[src/hw/rtl/sms_pkg.sv]
// Shared types and constants for the streaming substring matcher.
// No dependencies; imported by every module of the block.
package sms_pkg;

   // Item kinds carried in the request tuser
   typedef enum logic [1:0] {
      ACT_CLEAR  = 2'd0,
      ACT_APPEND = 2'd1,
      ACT_DOC    = 2'd2,
      ACT_NEWDOC = 2'd3
   } action_type;

   // Sequencer states
   typedef enum logic [1:0] {
      ST_IDLE,
      ST_CMP,
      ST_RED,
      ST_FIN
   } state_type;

   // Strobes broadcast to every cell of the row
   typedef struct packed {
      logic pat_shift;
      logic hist_shift;
      logic sample;
   } cell_ctl_type;

   // Fan-in of the first level of the match reduction
   localparam int GROUP_SIZE = 16;

   localparam int BYTE_W = 8;
   localparam int POS_W  = 32;

endpackage

[src/hw/rtl/sms_cell.sv]
// One cell of the matcher row: a pattern byte, a history byte and their compare.
// Depends on sms_pkg for the control struct.
module sms_cell (
   input  logic                      clock,
   input  sms_pkg::cell_ctl_type     ctl,
   input  logic                      active,
   input  logic [sms_pkg::BYTE_W-1:0] pat_in,
   input  logic [sms_pkg::BYTE_W-1:0] hist_in,
   output logic [sms_pkg::BYTE_W-1:0] pat_out,
   output logic [sms_pkg::BYTE_W-1:0] hist_out,
   output logic                      eq
);
   import sms_pkg::*;

   logic [BYTE_W-1:0] pat_ff;
   logic [BYTE_W-1:0] hist_ff;
   logic              eq_ff;

   // Advance the pattern and history bytes toward the far end of the row;
   // sample the compare, cells beyond the pattern length always agree
   always_ff @(posedge clock) begin
      if (ctl.pat_shift) begin
         pat_ff <= pat_in;
      end
      if (ctl.hist_shift) begin
         hist_ff <= hist_in;
      end
      if (ctl.sample) begin
         eq_ff <= !active || (pat_ff == hist_ff);
      end
   end

   assign pat_out  = pat_ff;
   assign hist_out = hist_ff;
   assign eq       = eq_ff;

endmodule

[src/hw/rtl/sms_reduce.sv]
// Registered AND reduction of the per-cell compare bits.
// Depends on sms_pkg for the group size.
module sms_reduce #(
   parameter int N = 255
) (
   input  logic         clock,
   input  logic         sample,
   input  logic [N-1:0] eq,
   output logic         all_eq
);
   import sms_pkg::*;

   localparam int NG = (N + GROUP_SIZE - 1) / GROUP_SIZE;

   logic [NG*GROUP_SIZE-1:0] padded;
   logic [NG-1:0]            group_in;
   logic [NG-1:0]            group_ff;

   // Pad the unused top of the last group with ones
   always_comb begin
      padded        = '1;
      padded[N-1:0] = eq;
   end

   // AND within each group
   always_comb begin
      for (int g = 0; g < NG; g++) begin
         group_in[g] = &padded[g*GROUP_SIZE +: GROUP_SIZE];
      end
   end

   // Hold the group results for the final stage
   always_ff @(posedge clock) begin
      if (sample) begin
         group_ff <= group_in;
      end
   end

   assign all_eq = &group_ff;

endmodule

[src/hw/rtl/substring_match_stream.sv]
// Streaming substring matcher: top level with the cell row, reduction and sequencer.
// Depends on sms_pkg, sms_cell and sms_reduce.
//
// The block takes one word at a time on the req_ stream: tuser[1:0] is the action
// (clear pattern, append pattern byte, document byte, start new document) and
// tdata[7:0] the byte. Every word yields exactly one rsp_ word: tuser[0] flags a
// completed occurrence of the pattern, tdata[31:0] its start position (zero when no
// match). Up to MAX_PATTERN pattern bytes are held in a row of cells, newest byte
// at the head, next to the last MAX_PATTERN document bytes, so each cell compares
// its own pair. A document byte shifts the row on acceptance; then ST_CMP samples
// the cell compares, ST_RED registers the grouped AND over 16 cells and ST_FIN
// finishes the reduction into the output register. Other actions go from acceptance
// straight to ST_FIN. A new word is accepted when the sequencer is idle; a finished
// result waits in the output register and the next word may enter meanwhile, but
// that word's result stalls in the last stage until the register is taken.
module substring_match_stream #(
   parameter int MAX_PATTERN = 255
) (
   input  logic        clock,
   input  logic        reset,
   // req_tuser: [1:0] action
   input  logic        req_tvalid,
   output logic        req_tready,
   input  logic [1:0]  req_tuser,
   // req_tdata: [7:0] data_byte
   input  logic [7:0]  req_tdata,
   // rsp_tuser: [0] match_found
   output logic        rsp_tvalid,
   input  logic        rsp_tready,
   output logic [0:0]  rsp_tuser,
   // rsp_tdata: [31:0] match_start
   output logic [31:0] rsp_tdata
);
   import sms_pkg::*;

   localparam int LEN_W = $clog2(MAX_PATTERN + 1);
   localparam logic [LEN_W-1:0] LEN_MAX = LEN_W'(MAX_PATTERN);

   state_type         state_ff, state_in;
   logic [LEN_W-1:0]  len_ff, len_in;
   logic [LEN_W-1:0]  fill_ff, fill_in;
   logic [POS_W-1:0]  pos_ff, pos_in;
   logic              pend_doc_ff, pend_doc_in;
   logic [POS_W-1:0]  pend_start_ff, pend_start_in;
   logic              out_valid_ff, out_valid_in;
   logic              out_found_ff, out_found_in;
   logic [POS_W-1:0]  out_start_ff, out_start_in;

   action_type        action;
   logic              accept;
   logic              is_doc;
   logic              load_out;
   logic              found;
   logic              all_eq;
   cell_ctl_type      ctl;

   logic [BYTE_W-1:0] pat_q  [MAX_PATTERN];
   logic [BYTE_W-1:0] hist_q [MAX_PATTERN];
   logic [MAX_PATTERN-1:0] active;
   logic [MAX_PATTERN-1:0] eq;

   assign action = action_type'(req_tuser);
   assign accept = req_tvalid && req_tready;
   assign is_doc = (action == ACT_DOC);
   assign found  = pend_doc_ff && all_eq && (len_ff != '0) && (fill_ff >= len_ff);

   // Next state
   always_comb begin
      state_in = state_ff;
      unique case (state_ff)
         ST_IDLE: begin
            if (accept) begin
               state_in = is_doc ? ST_CMP : ST_FIN;
            end
         end
         ST_CMP: state_in = ST_RED;
         ST_RED: state_in = ST_FIN;
         ST_FIN: begin
            if (!out_valid_ff || rsp_tready) begin
               state_in = ST_IDLE;
            end
         end
         default: state_in = ST_IDLE;
      endcase
   end

   // Sequencer outputs
   always_comb begin
      req_tready     = 1'b0;
      load_out       = 1'b0;
      ctl.pat_shift  = 1'b0;
      ctl.hist_shift = 1'b0;
      ctl.sample     = 1'b0;
      unique case (state_ff)
         ST_IDLE: begin
            req_tready     = 1'b1;
            ctl.pat_shift  = req_tvalid && (action == ACT_APPEND) && (len_ff != LEN_MAX);
            ctl.hist_shift = req_tvalid && is_doc;
         end
         ST_CMP: ctl.sample = 1'b1;
         ST_RED: ;
         ST_FIN: load_out = !out_valid_ff || rsp_tready;
         default: ;
      endcase
   end

   // Pattern length, window fill, position and pending item
   always_comb begin
      len_in        = len_ff;
      fill_in       = fill_ff;
      pos_in        = pos_ff;
      pend_doc_in   = pend_doc_ff;
      pend_start_in = pend_start_ff;
      if (accept) begin
         pend_doc_in = 1'b0;
         unique case (action)
            ACT_CLEAR: len_in = '0;
            ACT_APPEND: begin
               if (len_ff != LEN_MAX) begin
                  len_in = len_ff + 1'b1;
               end
            end
            ACT_DOC: begin
               pend_doc_in   = 1'b1;
               pend_start_in = pos_ff - POS_W'(len_ff) + 1'b1;
               if (fill_ff != LEN_MAX) begin
                  fill_in = fill_ff + 1'b1;
               end
               if (pos_ff != '1) begin
                  pos_in = pos_ff + 1'b1;
               end
            end
            ACT_NEWDOC: begin
               fill_in = '0;
               pos_in  = '0;
            end
            default: ;
         endcase
      end
   end

   // Output register: drop on handshake, load when the last stage finishes
   always_comb begin
      out_valid_in = out_valid_ff;
      out_found_in = out_found_ff;
      out_start_in = out_start_ff;
      if (rsp_tvalid && rsp_tready) begin
         out_valid_in = 1'b0;
      end
      if (load_out) begin
         out_valid_in = 1'b1;
         out_found_in = found;
         out_start_in = found ? pend_start_ff : '0;
      end
   end

   // Control registers
   always_ff @(posedge clock) begin
      if (reset) begin
         state_ff     <= ST_IDLE;
         len_ff       <= '0;
         fill_ff      <= '0;
         pos_ff       <= '0;
         pend_doc_ff  <= 1'b0;
         out_valid_ff <= 1'b0;
      end else begin
         state_ff     <= state_in;
         len_ff       <= len_in;
         fill_ff      <= fill_in;
         pos_ff       <= pos_in;
         pend_doc_ff  <= pend_doc_in;
         out_valid_ff <= out_valid_in;
      end
   end

   // Payload registers
   always_ff @(posedge clock) begin
      pend_start_ff <= pend_start_in;
      out_found_ff  <= out_found_in;
      out_start_ff  <= out_start_in;
   end

   // Row of cells: cell j holds pattern byte len-1-j and document byte j back
   for (genvar j = 0; j < MAX_PATTERN; j++) begin : g_cell
      logic [BYTE_W-1:0] pat_src;
      logic [BYTE_W-1:0] hist_src;

      if (j == 0) begin : g_head
         assign pat_src  = req_tdata;
         assign hist_src = req_tdata;
      end else begin : g_body
         assign pat_src  = pat_q[j-1];
         assign hist_src = hist_q[j-1];
      end

      assign active[j] = (len_ff > LEN_W'(j));

      sms_cell u_cell (
         .clock    (clock),
         .ctl      (ctl),
         .active   (active[j]),
         .pat_in   (pat_src),
         .hist_in  (hist_src),
         .pat_out  (pat_q[j]),
         .hist_out (hist_q[j]),
         .eq       (eq[j])
      );
   end

   sms_reduce #(
      .N (MAX_PATTERN)
   ) u_reduce (
      .clock  (clock),
      .sample (state_ff == ST_RED),
      .eq     (eq),
      .all_eq (all_eq)
   );

   assign rsp_tvalid   = out_valid_ff;
   assign rsp_tuser[0] = out_found_ff;
   assign rsp_tdata    = out_start_ff;

   // One word in flight: the block is busy in the cycle after an acceptance
   a_one_in_flight: assert property (@(posedge clock) disable iff (reset)
      accept |=> !req_tready)
      else $error("word accepted while another is in flight");

   // A result without a match carries a zero start
   a_nomatch_zero: assert property (@(posedge clock) disable iff (reset)
      (rsp_tvalid && !rsp_tuser[0]) |-> (rsp_tdata == '0))
      else $error("nonzero start on a word without a match");

   // Length and fill never pass the row size
   a_counts_bounded: assert property (@(posedge clock) disable iff (reset)
      (len_ff <= LEN_MAX) && (fill_ff <= LEN_MAX))
      else $error("pattern length or window fill beyond row size");

endmodule
[config.mk]
export PLATFORM = sky130hd
export DESIGN_NAME = substring_match_stream
export DESIGN_NICKNAME = d
export VERILOG_FILES = /design/src/hw/rtl/sms_pkg.sv /design/src/hw/rtl/sms_cell.sv /design/src/hw/rtl/sms_reduce.sv /design/src/hw/rtl/substring_match_stream.sv
export SDC_FILE = /design/constraint.sdc
export NUM_CORES = 2
export LEC_CHECK = 0
export BUFFER_PORTS_ARGS = -buffer_cell sky130_fd_sc_hd__buf_2
export CAP_MARGIN = 10
export CORE_UTILIZATION = 32
export CTS_CLUSTER_DIAMETER = 50
export DETAILED_ROUTE_END_ITERATION = 12
export PLACE_DENSITY = 0.44
export SYNTH_ARGS = -nofsm -noshare
export SYNTH_HDL_FRONTEND = slang
export SYNTH_SLANG_ARGS = --single-unit
[constraint.sdc]
create_clock -name clock -period 471.7 [get_ports clock]
set_input_delay 141.51 -clock clock [delete_from_list [all_inputs] [get_ports clock]]
set_output_delay 141.51 -clock clock [all_outputs]
set_load 0.02 [all_outputs]
==> reports/qor.csv <==
stage;metric;value;unit
run_status;status;finished, final reports clean;
cts;hold_buffers;0;
min_path;min_path_type;flop to flop;
die;fp.dieW;715;um
run;max_cap_violations;0;
global_routing;grt_overflow;0;
final_layout;drive_gt1_share;10.5;%
worst_setup_path;slowest_delay;0.96;ns
placed_design;place_area;0.173;sq mm
final_layout;multi_input_area;0.0288;sq mm
cts;cts_root_buf;clkbuf_16;
synth;synth_edf_count;4416;
worst_setup_path;required;472.34;ns
timing;layout_min_cycle_time;147.05;ns
final_layout;seqCellArea;0.134;sq mm
synth;synth_top_area_share;81.4;%
worst_setup_path;path_common_cell;buf_4;
timing;fin_skew;0.0327;ns
synth;synth_area;0.163;sq mm
global_routing;grt.total_usage;14.7;%
timing;hold_viol;0;
placed_design;port_buffers;48;
detailed_routing;drtAntennaViolNets;0;
final_layout;layout.cells.most_common_list;4416 x edfxtp_1, 1617 x xnor2_1, 525 x clkbuf_16;
detailed_routing;route.detailed.drc;0;
cts;cts_tree;built;
synth;synth_top_family_by_area;XOR/XNOR gates;
worst_setup_path;critPathMaxFanout;164;
synth;synth.net_count;8495;
final_layout;area_delta_synth_final;16.2;%
timing;finalSetupViolations;0;
timing;grt_setup_unrepaired;no;
detailed_routing;vias_per_cell;4.66;
cts;htreeDepth;6;
die;io_pins;49;
synth;postSynth.asyncResetShare;0;%
worst_setup_path;path_buf_inv;7;
synth;ys_types;73;
power;leakagePower;48.6;nW
synth;synth_warnings;0;
synth;synth_xor_area_share;11.1;%
detailed_routing;wl_per_cell;23.7;um
detailed_routing;routed_wl;383;mm
die;start_util;32.2;%
cts;cts_resized;0;
synth;synth-simple-area-share;3.70;%
die;rows;261;
die;coreArea;0.506;sq mm
die;fp.dieArea;0.512;sq mm
worst_setup_path;cp_cell_sequence;buf_2, and3_1, nand2_1, inv_8, buf_4, buf_12, buf_12, buf_4, buf_4;
synth;synthAdderAreaFrac;0.619;%
final_layout;fin_nets;9134;
synth;synth_area_leaders;edfxtp_1 81%, xnor2_1 8.7%, xor2_1 2.5%;
placed_design;hpwl;248;mm
synth;yosys.area.top_type;edfxtp_1;
worst_setup_path;critPathSlowestCell;buf_4;
die;die_y;715;um
final_layout;fillerInstances;46152;
worst_setup_path;crit_arrival;147.69;ns
power;power_density;4.62;mW/mm^2
synth;yosys_most_used_dff;edfxtp_1;
cts;insertion_delay;1.04;ns
synth;synth_compound_area_share;2.13;%
timing;fmax;6.80;MHz
timing;min_period_over_period;31.2;%
worst_setup_path;start_kind;primary input;
cts;cts_max_path_buffers;4;
global_routing;grt_max_degree;166;
global_routing;grt_pass1_wl;557;mm
global_routing;grt_pass1_vias;78695;
synth;ys_seq_area_share;82.1;%
worst_setup_path;critical_path.top_delay_family;buffers and inverters;
worst_setup_path;cp-end-kind;flop;
final_layout;final_common_cell;edfxtp_1;
detailed_routing;vias;75345;
timing;slew_headroom;21.1;%
timing;setup_tns;0;ns
cts;clkTransAtPathRegs;0.06;ns
synth;syn_inst;8401;
synth;yosys-mux-area-fraction;0.00615;%
synth;avgSynthCellArea;19.4;sq um
global_routing;antenna_found_initial;38;
timing;tightest_slew;1.18;ns
worst_setup_path;criticalPathCategory;primary input to flop;
cts;cts_buffers;519;
cts;post_cts_buffers;0;
detailed_routing;dr.pass1.iters;7;
timing;final_max_slew_viol_count;0;
final_layout;post-route-cell-area;0.189;sq mm
placed_design;routabilityCongestion;0.794;
cts;clock_sinks;4468;
power;vdd_drop_max;0.00293;mV
detailed_routing;drt-initial-drc-count;6631;
synth;yosys_register_bits;4468;
==> cell usage after synthesis, types with 35 or more instances <==
cell	n
nand2_1	167
o21ai_0	193
nor2_1	136
nor4_1	135
o22ai_1	68
nor3_1	35
nand3_1	54
dfxtp_1	52
xnor2_1	1617
nand4_1	472
ha_1	79
a21oi_1	113
clkbuf_1	62
edfxtp_1	4416
inv_1	49
xor2_1	456
==> registers in the layout, indices dropped and copies added (netlist names) <==
signal,cells
state_ff,2
pend_doc_ff,1
pos_ff,32
u_reduce.group_ff,16
len_ff,8
rsp_tvalid,1
fill_ff,8
g_cell.u_cell.pat_out,2040
pend_start_ff,32
g_cell.u_cell.eq,255
rsp_tdata,32
rsp_tuser,1
g_cell.u_cell.hist_out,2040
==> metal layers <==
layer | global-route usage (%) | share of wire [%] | vias up
met3 | 2.26 | 5.0 | 549
met5 | 0 | 0.0034 | -
met1 | 21.3 | 47 | 39176
li1 | - | - | 33742
met2 | 23.0 | 46 | 1876
met4 | 3.89 | 2.4 | 2
==> worst register-to-register path, stage by stage, from the launching register on <==
cell and delay (ns):
dfxtp_1 0.35, inv_1 0.12, ha_1 0.31, and3_1 0.31, nand2_1 0.43, inv_8 0.71, buf_4 0.87, buf_12 0.66
buf_12 0.73, buf_4 1.30, buf_4 0.92
==> layout make-up <==
cell class	instances	share of cell area [%]
sequential	4468	70.6
inverter	54	0.111
antenna	15	0.0198
clock inverter	290	1.59
tap	6706	4.43
timing repair buffer	197	0.782
multi-input combinational	3800	15.2
clock buffer	637	7.18
==> cells by family (layout without fill, tap and decap cells) <==
| family | after synthesis | after routing |
|---|---|---|
| flops | 4468 | 4468 |
| xor+xnor | 2073 | 2073 |
| simple gates | 1089 | 1089 |
| compound gates | 557 | 557 |
| buf+inv | 133 | 1178 |
| fa+ha+maj | 80 | 80 |
| mux | 1 | 1 |
| other cells | 0 | 15 |
==> power breakdown <==
group          switching, W  internal (W)
Sequential       0.00000347      0.000449
Clock              0.000163      0.000228
Combinational     0.0000261    0.00000487
Total              0.000193      0.000682
==> per-stage QoR <==
step                      setup slack, ns  cells  utilization, %  power [W]  hold WS [ns]
after floorplan                    129.09   8401               -   0.000614         0.437
after global placement             323.69  15223            34.1   0.000492         0.450
after detailed placement           323.56  15224            34.1   0.000493         0.454
after CTS                          324.74  16151            37.4   0.000887         0.444
after global routing               324.19  16157            37.4   0.000904         0.462
final                              324.65  16167            37.4   0.000875         0.450
==> final timing paths <==
| path | start | slack [ns] | depth (start not counted) | to |
|---|---|---|---|---|
| worst min-delay path | g_cell[82].u_cell.hist_out[7] | 0.45 | 0 | g_cell[83].u_cell.hist_out[7] |
| worst max-delay path | req_tuser[1] | 324.65 | 9 | g_cell[7].u_cell.hist_out[6] |
| worst min register to register | g_cell[82].u_cell.hist_out[7] | 0.45 | 0 | g_cell[83].u_cell.hist_out[7] |
| worst max register to register | state_ff[0] | 464.52 | 10 | g_cell[7].u_cell.hist_out[6] |
Note: power is estimated with default switching activity, not from simulation.
